File: config.mk
export PLATFORM = sky130hd
export DESIGN_NAME = button_click_long_press_detector
export DESIGN_NICKNAME = d
export VERILOG_FILES = /design/src/bclpd_pkg.sv /design/src/button_click_long_press_detector.sv /design/src/bclpd_cell.sv
export SDC_FILE = /design/constraint.sdc
export NUM_CORES = 1
export LEC_CHECK = 0
export BUFFER_PORTS_ARGS = -buffer_cell sky130_fd_sc_hd__clkbuf_2
export CORE_MARGIN = 4
export CORE_UTILIZATION = 34
export CTS_BUF_LIST = sky130_fd_sc_hd__clkbuf_8 sky130_fd_sc_hd__clkbuf_16
export DETAILED_ROUTE_END_ITERATION = 10
export MAX_ROUTING_LAYER = met4
export PLACE_DENSITY = 0.54
export SYNTH_ARGS = -nofsm -noshare
export SYNTH_HDL_FRONTEND = slang
export SYNTH_SLANG_ARGS = --single-unit
File: constraint.sdc
create_clock -name clk_i -period 8.4 [get_ports clk_i]
set_input_delay 0.84 -clock clk_i [delete_from_list [all_inputs] [get_ports clk_i]]
set_output_delay 0.84 -clock clk_i [all_outputs]
set_load 0.005 [all_outputs]
File: src/bclpd_pkg.sv
// Shared types and constants for the button click and long-press detector.
`timescale 1ns / 1ps

package bclpd_pkg;

  localparam int unsigned NumButtonsDef = 2;
  localparam int unsigned PinW          = 2;
  localparam int unsigned IdW           = 2;
  localparam int unsigned CfgW          = 16;
  localparam int unsigned TimeW         = 32;
  localparam logic [CfgW-1:0] LongPressReset = 16'd3000;

  typedef enum logic [1:0] {
    ACT_SCAN       = 2'd0,
    ACT_TAKE_CLICK = 2'd1,
    ACT_TAKE_LONG  = 2'd2,
    ACT_INIT       = 2'd3
  } bclpd_action_e;

  typedef struct packed {
    bclpd_action_e    action;
    logic [PinW-1:0]  pin_levels;
    logic [TimeW-1:0] now_ms;
    logic [IdW-1:0]   button_id;
  } bclpd_in_t;

  typedef struct packed {
    logic            event_taken;
    logic [PinW-1:0] held_levels;
    logic [PinW-1:0] clicks_pending;
    logic [PinW-1:0] longs_pending;
  } bclpd_out_t;

  // Per-button command, broadcast from the input register.
  typedef struct packed {
    logic             fire;
    bclpd_action_e    action;
    logic             pin;
    logic             sel;
    logic [TimeW-1:0] now_ms;
  } bclpd_cmd_t;

  // Per-button state after the beat, plus the take result.
  typedef struct packed {
    logic level;
    logic click;
    logic lng;
    logic taken;
  } bclpd_stat_t;

endpackage

File: src/button_click_long_press_detector.sv
// Button click and long-press detector: input register, per-button cells, result register.
// A beat accepted into the input register moves on into the result register once that register is free.
// Throughput: one item per cycle while out_stall_i is low; the per-button compare is a single 32-bit subtract.
// Result register and input register each hold one beat, so one more input beat is taken while a
// result waits. Reset clears all levels and flags and sets long_press_ms to 3000.
`timescale 1ns / 1ps

module button_click_long_press_detector import bclpd_pkg::*; #(
  parameter int unsigned NUM_BUTTONS = NumButtonsDef
) (
  input  logic            clk_i,
  input  logic            rst_ni,
  input  logic            in_valid_i,
  output logic            in_stall_o,
  input  bclpd_in_t       in_data_i,
  output logic            out_valid_o,
  input  logic            out_stall_i,
  output bclpd_out_t      out_data_o,
  input  logic            cfg_valid_i,
  output logic            cfg_ready_o,
  input  logic [CfgW-1:0] cfg_data_i
);

  logic                        in_valid_q;
  bclpd_in_t                   in_data_q;
  logic                        out_valid_q;
  bclpd_out_t                  out_data_q, out_data_d;
  logic [CfgW-1:0]             long_press_q;
  logic                        out_ready, fire, in_load;
  bclpd_stat_t [NUM_BUTTONS-1:0] stat;

  assign out_ready  = ~out_valid_q | ~out_stall_i;
  assign fire       = in_valid_q & out_ready;
  assign in_load    = ~in_valid_q | fire;
  assign in_stall_o = ~in_load;
  assign cfg_ready_o = 1'b1;

  always_ff @(posedge clk_i or negedge rst_ni) begin
    if (!rst_ni) begin
      in_valid_q   <= 1'b0;
      out_valid_q  <= 1'b0;
      long_press_q <= LongPressReset;
    end else begin
      if (in_load) begin
        in_valid_q <= in_valid_i;
      end
      if (out_ready) begin
        out_valid_q <= fire;
      end
      if (cfg_valid_i) begin
        long_press_q <= cfg_data_i;
      end
    end
  end

  always_ff @(posedge clk_i) begin
    if (in_load && in_valid_i) begin
      in_data_q <= in_data_i;
    end
    if (fire) begin
      out_data_q <= out_data_d;
    end
  end

  for (genvar i = 0; i < NUM_BUTTONS; i++) begin : g_btn
    bclpd_cmd_t cmd;
    logic       pin;

    if (i < PinW) begin : g_pin
      assign pin = in_data_q.pin_levels[i];
    end else begin : g_nopin
      // buttons beyond the pin field always sample released
      assign pin = 1'b0;
    end

    assign cmd = '{fire:   fire,
                   action: in_data_q.action,
                   pin:    pin,
                   sel:    ({{(32-IdW){1'b0}}, in_data_q.button_id} == 32'(i + 1)),
                   now_ms: in_data_q.now_ms};

    bclpd_cell u_cell (
      .clk_i          (clk_i),
      .rst_ni         (rst_ni),
      .cmd_i          (cmd),
      .long_press_ms_i(long_press_q),
      .stat_o         (stat[i])
    );
  end

  always_comb begin
    out_data_d = '0;
    for (int i = 0; i < NUM_BUTTONS; i++) begin
      out_data_d.event_taken = out_data_d.event_taken | stat[i].taken;
    end
    for (int i = 0; i < PinW; i++) begin
      if (i < NUM_BUTTONS) begin
        out_data_d.held_levels[i]    = stat[i].level;
        out_data_d.clicks_pending[i] = stat[i].click;
        out_data_d.longs_pending[i]  = stat[i].lng;
      end
    end
  end

  assign out_valid_o = out_valid_q;
  assign out_data_o  = out_data_q;

`ifndef NO_ASSERTIONS
  a_scan_no_take: assert property (@(posedge clk_i) disable iff (!rst_ni)
    fire && (in_data_q.action == ACT_SCAN || in_data_q.action == ACT_INIT)
    |=> !out_data_o.event_taken)
    else $error("event_taken set on scan or init beat");

  a_init_clears: assert property (@(posedge clk_i) disable iff (!rst_ni)
    fire && (in_data_q.action == ACT_INIT)
    |=> (out_data_o.clicks_pending == '0) && (out_data_o.longs_pending == '0))
    else $error("init beat left a pending flag");

  a_click_long_excl: assert property (@(posedge clk_i) disable iff (!rst_ni)
    out_valid_o |-> ((out_data_o.clicks_pending & out_data_o.longs_pending) == '0))
    else $error("click and long press pending on the same button");

  a_stall_when_full: assert property (@(posedge clk_i) disable iff (!rst_ni)
    in_valid_q && out_valid_q && out_stall_i |-> in_stall_o)
    else $error("input not stalled while both stages are full");
`endif

endmodule

File: src/bclpd_cell.sv
// One button: edge detection, hold timer compare and pending event flags.
`timescale 1ns / 1ps

module bclpd_cell import bclpd_pkg::*; (
  input  logic             clk_i,
  input  logic             rst_ni,
  input  bclpd_cmd_t       cmd_i,
  input  logic [CfgW-1:0]  long_press_ms_i,
  output bclpd_stat_t      stat_o
);

  logic             level_q, level_d;
  logic             hold_q, hold_d;
  logic             click_q, click_d;
  logic             long_q, long_d;
  logic [TimeW-1:0] start_q, start_d;
  logic             rise, fall, taken;
  logic [TimeW-1:0] elapsed;

  assign rise    = cmd_i.pin & ~level_q;
  assign fall    = ~cmd_i.pin & level_q;
  assign start_d = rise ? cmd_i.now_ms : start_q;
  assign elapsed = cmd_i.now_ms - start_d;

  always_comb begin
    level_d = level_q;
    hold_d  = hold_q;
    click_d = click_q;
    long_d  = long_q;
    taken   = 1'b0;
    if (cmd_i.fire) begin
      unique case (cmd_i.action)
        ACT_SCAN: begin
          if (rise) begin
            hold_d  = 1'b1;
            click_d = 1'b0;
            long_d  = 1'b0;
          end else if (fall) begin
            hold_d = 1'b0;
            if (!long_q) begin
              click_d = 1'b1;
            end
          end
          if (hold_d && !long_d && (elapsed >= {{(TimeW-CfgW){1'b0}}, long_press_ms_i})) begin
            long_d  = 1'b1;
            click_d = 1'b0;
          end
          level_d = cmd_i.pin;
        end
        ACT_TAKE_CLICK: begin
          if (cmd_i.sel && click_q) begin
            click_d = 1'b0;
            taken   = 1'b1;
          end
        end
        ACT_TAKE_LONG: begin
          if (cmd_i.sel && long_q) begin
            long_d = 1'b0;
            taken  = 1'b1;
          end
        end
        ACT_INIT: begin
          level_d = cmd_i.pin;
          hold_d  = 1'b0;
          click_d = 1'b0;
          long_d  = 1'b0;
        end
        default: ;
      endcase
    end
  end

  always_ff @(posedge clk_i or negedge rst_ni) begin
    if (!rst_ni) begin
      level_q <= 1'b0;
      hold_q  <= 1'b0;
      click_q <= 1'b0;
      long_q  <= 1'b0;
    end else begin
      level_q <= level_d;
      hold_q  <= hold_d;
      click_q <= click_d;
      long_q  <= long_d;
    end
  end

  // Start time is only read while holding, and holding is only set together with it.
  always_ff @(posedge clk_i) begin
    if (cmd_i.fire && (cmd_i.action == ACT_SCAN) && rise) begin
      start_q <= start_d;
    end
  end

  assign stat_o = '{level: level_d, click: click_d, lng: long_d, taken: taken};

endmodule
Word level (Yosys, flattened, before mapping)
Index checks and enable logic that the tools add are counted.
- input port bits: 59
- flip-flop bits (word level): 135
- output and inout port bits: 10
- mux-type cells: 52
- eq/ne operators: 5
- $add $sub $neg: 2
- magnitude comparators: 2
- bitwise operators: 16
- reductions and logical operators: 18
- operators by type and width (operator ; count):
    $ge 32x16->1 ; 2
    $mux 32 ; 2
    $sub 32x32->32 ; 2
    $mux 1 ; 42
    $logic_and 1x1->1 ; 12
    $pmux 1 s3 ; 4
    $not 1->1 ; 8
    $pmux 1 s2 ; 4
    $eq 2x2->1 const B ; 3
    $and 1x1->1 ; 5
    $eq 2x1->1 const B ; 2
    $or 1x1->1 ; 3
    $logic_not 1->1 ; 2
    $logic_not 2->1 ; 1
    $reduce_and 2->1 ; 1
    $reduce_bool 2->1 ; 1
    $reduce_or 2->1 ; 1

Logic depth before layout (Yosys ltp)
- depth in word-level cells: 11
- mapped depth: 28

Modules after synthesis
A second synthesis with hierarchy kept.
- cell total of the unflattened synthesis: 1290
- area total of the unflattened synthesis: 11421.0 sq um
- by module, submodules not included (module ; seq. area each (sq um) ; instances ; area an instance (sq um) ; cells each):
    bclpd_cell (g_btn[1].u_cell) ; 1061.0 ; 1 ; 4792.1 ; 624
    bclpd_cell (g_btn[0].u_cell) ; 1061.0 ; 1 ; 4503.1 ; 574
    button_click_long_press_detector ; 1810.5 ; 1 ; 2125.8 ; 92

Worst setup path after synthesis
No wires, ideal clock.
- kind: flip-flop to flip-flop
- from: register in_data_q (netlist bit g_btn[0].cmd[33])
- to: register out_data_q (netlist bit out_data_o[0]), data pin
- data arrival time: 5606 ps
- clock period less this slack: 5880 ps
- cell stages (with the launch flop): 24
- path slack: 2520 ps
- cells stage by stage: edfxtp_1 nand2b_1 buf_2 buf_2 clkbuf_1 clkbuf_1 o21ai_0 ha_1 or3b_2 o41ai_4 a22oi_2 a32oi_1 nor2b_1 o21ai_0 a221oi_1 ha_1 a211oi_1 o22ai_1 o41ai_1 nand4_1 or4_1 or4b_1 o41ai_2 o21ai_0
- elaborated cells on any way between the ends: 19
- classes of those cells: add/sub: 1; order compare: 1; mux: 11; bitwise: 3; reduce/logical: 3
- RTL lines (element ; line ; text):
    start: declaration ; button_click_long_press_detector.sv:25 ; bclpd_in_t in_data_q;
    start signal: assignment ; button_click_long_press_detector.sv:58 ; in_data_q <= in_data_i;
    $and 1x1->1 ; bclpd_cell.sv:20 ; assign rise = cmd_i.pin & ~level_q;
    $mux 32 ; bclpd_cell.sv:22 ; assign start_d = rise ? cmd_i.now_ms : start_q;
    named net g_btn[0].u_cell.start_d[0] ; bclpd_cell.sv:16 ; logic [TimeW-1:0] start_q, start_d;
    $sub 32x32->32 ; bclpd_cell.sv:23 ; assign elapsed = cmd_i.now_ms - start_d;
    $ge 32x16->1 ; bclpd_cell.sv:44 ; if (hold_d && !long_d && (elapsed >= {{(TimeW-CfgW){1'b0}}, long_press_ms_i})) begin
    $logic_and 1x1->1 ; bclpd_cell.sv:44 ;
    $mux 1 ; bclpd_cell.sv:44 ;
    $pmux 1 s3 ; bclpd_cell.sv:32 ; unique case (cmd_i.action)
    $mux 1 ; bclpd_cell.sv:31 ; if (cmd_i.fire) begin
    named net g_btn[0].u_cell.long_d ; bclpd_cell.sv:15 ; logic long_q, long_d;
    end signal: assignment ; button_click_long_press_detector.sv:61 ; out_data_q <= out_data_d;
    end: declaration ; button_click_long_press_detector.sv:27 ; bclpd_out_t out_data_q, out_data_d;
The timed path passes the listed nets, and every way through them passes these cells. The select of a mux whose other input is x is not followed.
A chain may end at the register's enable or synchronous reset.

Worst setup path in the final report
- from: register g_btn[0].u_cell.level_q
- to: register out_data_q (netlist bit out_data_o[0]), data pin
- word-level cells in the longest chain between the ends: 11
- elaborated cells on any way between the ends: 19
- classes of those cells: add/sub: 1; order compare: 1; mux: 11; bitwise: 3; reduce/logical: 3
- RTL lines (element ; line ; text):
    start: declaration ; bclpd_cell.sv:12 ; logic level_q, level_d;
    start signal: assignment ; bclpd_cell.sv:80 ; level_q <= level_d;
    parallel branches: the longest is 8 deep, another holds $sub 32x32->32 ; n/a ;
    $mux 1 (*) ; bclpd_cell.sv:44 ;
    $pmux 1 s3 (*) ; bclpd_cell.sv:32 ;
    $mux 1 (*) ; bclpd_cell.sv:31 ;
    named net g_btn[0].u_cell.long_d ; bclpd_cell.sv:15 ;
Mark *: on every way through the listed nets, which the timed path passes. The select of a mux whose other input is x is not followed.

==> results by group <==
Clocking
  • Clock Latency Late Sink: 0.43 ns
  • Postcts setup bufs: 0
  • Worst-path clk slew: 0.06 ns
  • Clock root buffer: clkbuf_16
  • Max Buffers Root-to-Sink: 2
  • Num CTS Buffers: 17
  • Total clock sinks: 135
  • TritonCTS clock tree: done
  • H-tree depth: 4
  • Hold-fix buffers, CTS: 0
  • CTS-repair resized insts: 0

Global route
  • Remaining Overflow, GRT: 0
  • Largest net degree at the start of global routing: 51
  • Initial antenna violation count: 0
  • GRT Util Overall: 17.82%
  • Global-route wire length before repair: 48.81 mm
  • Vias in the first global route: 8,818

Critical path
  • WP data arrival: 6.23 ns
  • CP Capture Type: register
  • CP Class: reg2reg
  • CP max stage cell: o41ai_2
  • Startpoint Class: register
  • CP Data Required Time: 8.54 ns
  • Reg2reg setup slack: 2.31 ns
  • Critical Path, Cell by Cell: nand2b_2 > buf_4 > o21ai_0 > ha_1 > a211oi_1 > o21ai_0 > nor2_1 > nor3_1 > nor3_1 > a21oi_1 > nor2_1 > a221oi_1 > ha_1 > a211oi_1 > o22ai_1 > o41ai_1 > nand4_1 > or4_1 > or4b_1 > o41ai_2 > o21ai_0
  • CP max stage delay: 0.60 ns
  • CP Max Fanout: 50
  • CP dominant cell by count: o21ai_0

Die
  • I/O pin cnt: 69
  • DIE AREA: 34,820 um2
  • Core area: 31,470 um2
  • Die Y: 186.6 um
  • Width of the die: 186.6 um
  • Rows: 65
  • Initial Utilization: 34.45%

Power and ir drop
  • Static Leakage: 0.005009 uW
  • Total power: 2503 uW
  • Switch Pwr: 889.3 uW
  • Pwr Density: 206.1 nW/um2
  • Worst IR drop on VDD: 0.1409 mV
  • Switching part of the total: 35.54%
  • Internal power: 1613 uW
  • Seq pwr share: 33.0%
  • Clk network pwr share: 32.0%
  • Comb pwr share: 35.0%

Synth
  • Post-synthesis sequential area ratio: 36.26%
  • Synth Register Bits: 135
  • Synthesized area: 10,840 um2
  • Syn_nets: 1,372
  • Ys async rst share: 19.26%
  • Top_reg_cell synth: edfxtp_1
  • Synthesized instance count: 1,235
  • Ys Warns: 0
  • Avg Inst Size Synth: 8.781 um2
  • Unique masters post-synth: 82
  • Post-synth EDFFs: 109

Timing
  • Worst Tran Pin Value: 1.069 ns
  • Min Clock Period, post-route: 6.089 ns
  • Rel. slew slack: 28.54%
  • Crit share post-route: 72.49%
  • Max-slew violation count: 0
  • Hold Vio Cnt, Final: 0
  • Setup TNS: 0 ns
  • Setup-failing EPs final: 0
  • RSZ-0062 raised after global routing: false
  • Peak Freq: 0.1642 GHz
  • Setup Skew: 0.01359 ns

Hold path
  • Hold Crit Class: in2async

Final layout
  • Most frequent cells in the layout: nand2_1 (153), edfxtp_1 (109), o21ai_0 (96), inv_1 (93), a21oi_1 (83)
  • Most common cell after layout, fill and taps aside: nand2_1
  • Share of layout cells above drive strength 1: 10.72%
  • Nets@finish: 1,402
  • Fin cells: 1,680
  • Antenna fix cells: 0
  • Area growth syn-to-layout: 11.99%

Drt
  • Detailed Routing Iterations Pass 1: 5
  • WL final: 30.97 mm
  • DRT antenna net count: 0
  • DR WL/cell: 18.43 um
  • Vias per cell: 5.543
  • DRT iter0 DRCs: 853
  • Remaining DRCs: 0
  • Via count: 9,313

Placement
  • Placed Instances: 1,648
  • PortBufs: 67
  • Placer Congestion: 0.9097
  • Detailed placer's ending HPWL: 23.87 mm

Job
  • Max_cap viols: 0

Outcome
  • Run status: complete, no violations
## per-layer routing
metal | GRT usage, % | vias to the layer above | wire length (um)
met5 | - | - | 0
met3 | 2.413 | 44 | 1627
li1 | - | 4587 | -
met4 | 4.664 | 0 | 586
met1 | 25.95 | 4412 | 15520
met2 | 26.20 | 270 | 13240
## power by group through the flow
stage	sequential (uW)	clock (uW)	combinational, uW
after detailed placement	838	0	862
after global routing	830	847	982
after global placement	837	0	858
final	825	801	877
after floorplan	814	0	658
after CTS	824	817	869
## final timing paths
path	start	end	cells after the start
hold reg to reg	in_valid_q$_DFFE_PN0N_	out_valid_o$_DFFE_PN0P_	1
setup reg to reg	g_btn[0].u_cell.level_q$_DFF_PN0_	out_data_o[0]$_DFFE_PP_	21
setup / recovery	g_btn[0].u_cell.level_q$_DFF_PN0_	out_data_o[0]$_DFFE_PP_	21
hold / removal	rst_ni	out_valid_o$_DFFE_PN0P_	1
min in group clk_i	in_valid_q$_DFFE_PN0N_	out_valid_o$_DFFE_PN0P_	1
max in group asynchronous	rst_ni	long_press_q[0]$_DFFE_PN0P_	1
## stage by stage
stage                     utilization [%]  hold WS, ns  instance area (um2)  setup slack, ns
final                               38.58       0.4618                12140            2.311
after global placement              36.55       0.4649                11500            2.514
after global routing                38.58       0.5093                12140            1.786
after floorplan                         -       0.4564                10840            2.520
after detailed placement            36.55       0.4873                11500            2.319
after CTS                           38.58       0.4754                12140            2.304
## cells by family after synthesis
family | after synthesis | share of synthesized area [%]
buffers and inverters | 151 | 5.423
flip-flops | 135 | 36.26
multiplexers | 42 | 3.900
AO/OA/AOI/OAI | 353 | 21.35
other | 1 | 0.03458
adder cells (fa/ha/maj) | 96 | 10.66
XOR/XNOR | 55 | 4.442
AND/OR/NAND/NOR | 402 | 17.93
## state kept, by name, indices dropped and copies added (netlist names), 2 cells and up
name,flops
g_btn.u_cell.start_q,64
g_btn.cmd,36
long_press_q,16
out_data_o,7
g_btn.u_cell.click_q,2
g_btn.u_cell.hold_q,2
g_btn.u_cell.level_q,2
g_btn.u_cell.long_q,2
in_data_q,2
## final cells by class
type,count,area [um2]
clock buffers,24,589.3
clock inverters,8,52.55
fillers,3168,19330
inverters,91,341.6
multi-input cells,949,6360
flip-flops and latches,135,3933
well taps,402,503.0
repair buffers,71,365.4
## Yosys cell counts (all sizes together), types with 9 or more instances
master,number,area share (%)
a211oi,13,0.90
a21o,22,1.5
a21oi,84,4.0
a31oi,16,0.92
buf,13,0.65
clkbuf,47,1.6
dfrtp,19,4.4
edfxtp,109,30
ha,78,9.0
inv,91,3.1
maj3,18,1.7
mux2i,40,3.7
nand2,153,5.3
nand2b,33,1.9
nand3,21,0.97
nand4,25,1.4
nor2,71,2.5
nor2b,23,1.3
nor3,19,0.88
nor4,11,0.63
o211ai,9,0.62
o21a,18,1.2
o21ai,96,4.4
o21bai,9,0.62
xnor2,35,2.8
xor2,20,1.6
## worst max-delay path, delay by kind of cell (launching register included)
| kind | cells | cell delay (ns) |
|---|---|---|
| flops | 1 | 0.49 |
| compound gates | 10 | 2.48 |
| simple gates | 8 | 1.73 |
| buf+inv | 1 | 0.54 |
| fa+ha+maj | 2 | 0.54 |
No activity file was read; power rests on OpenSTA's default activity.
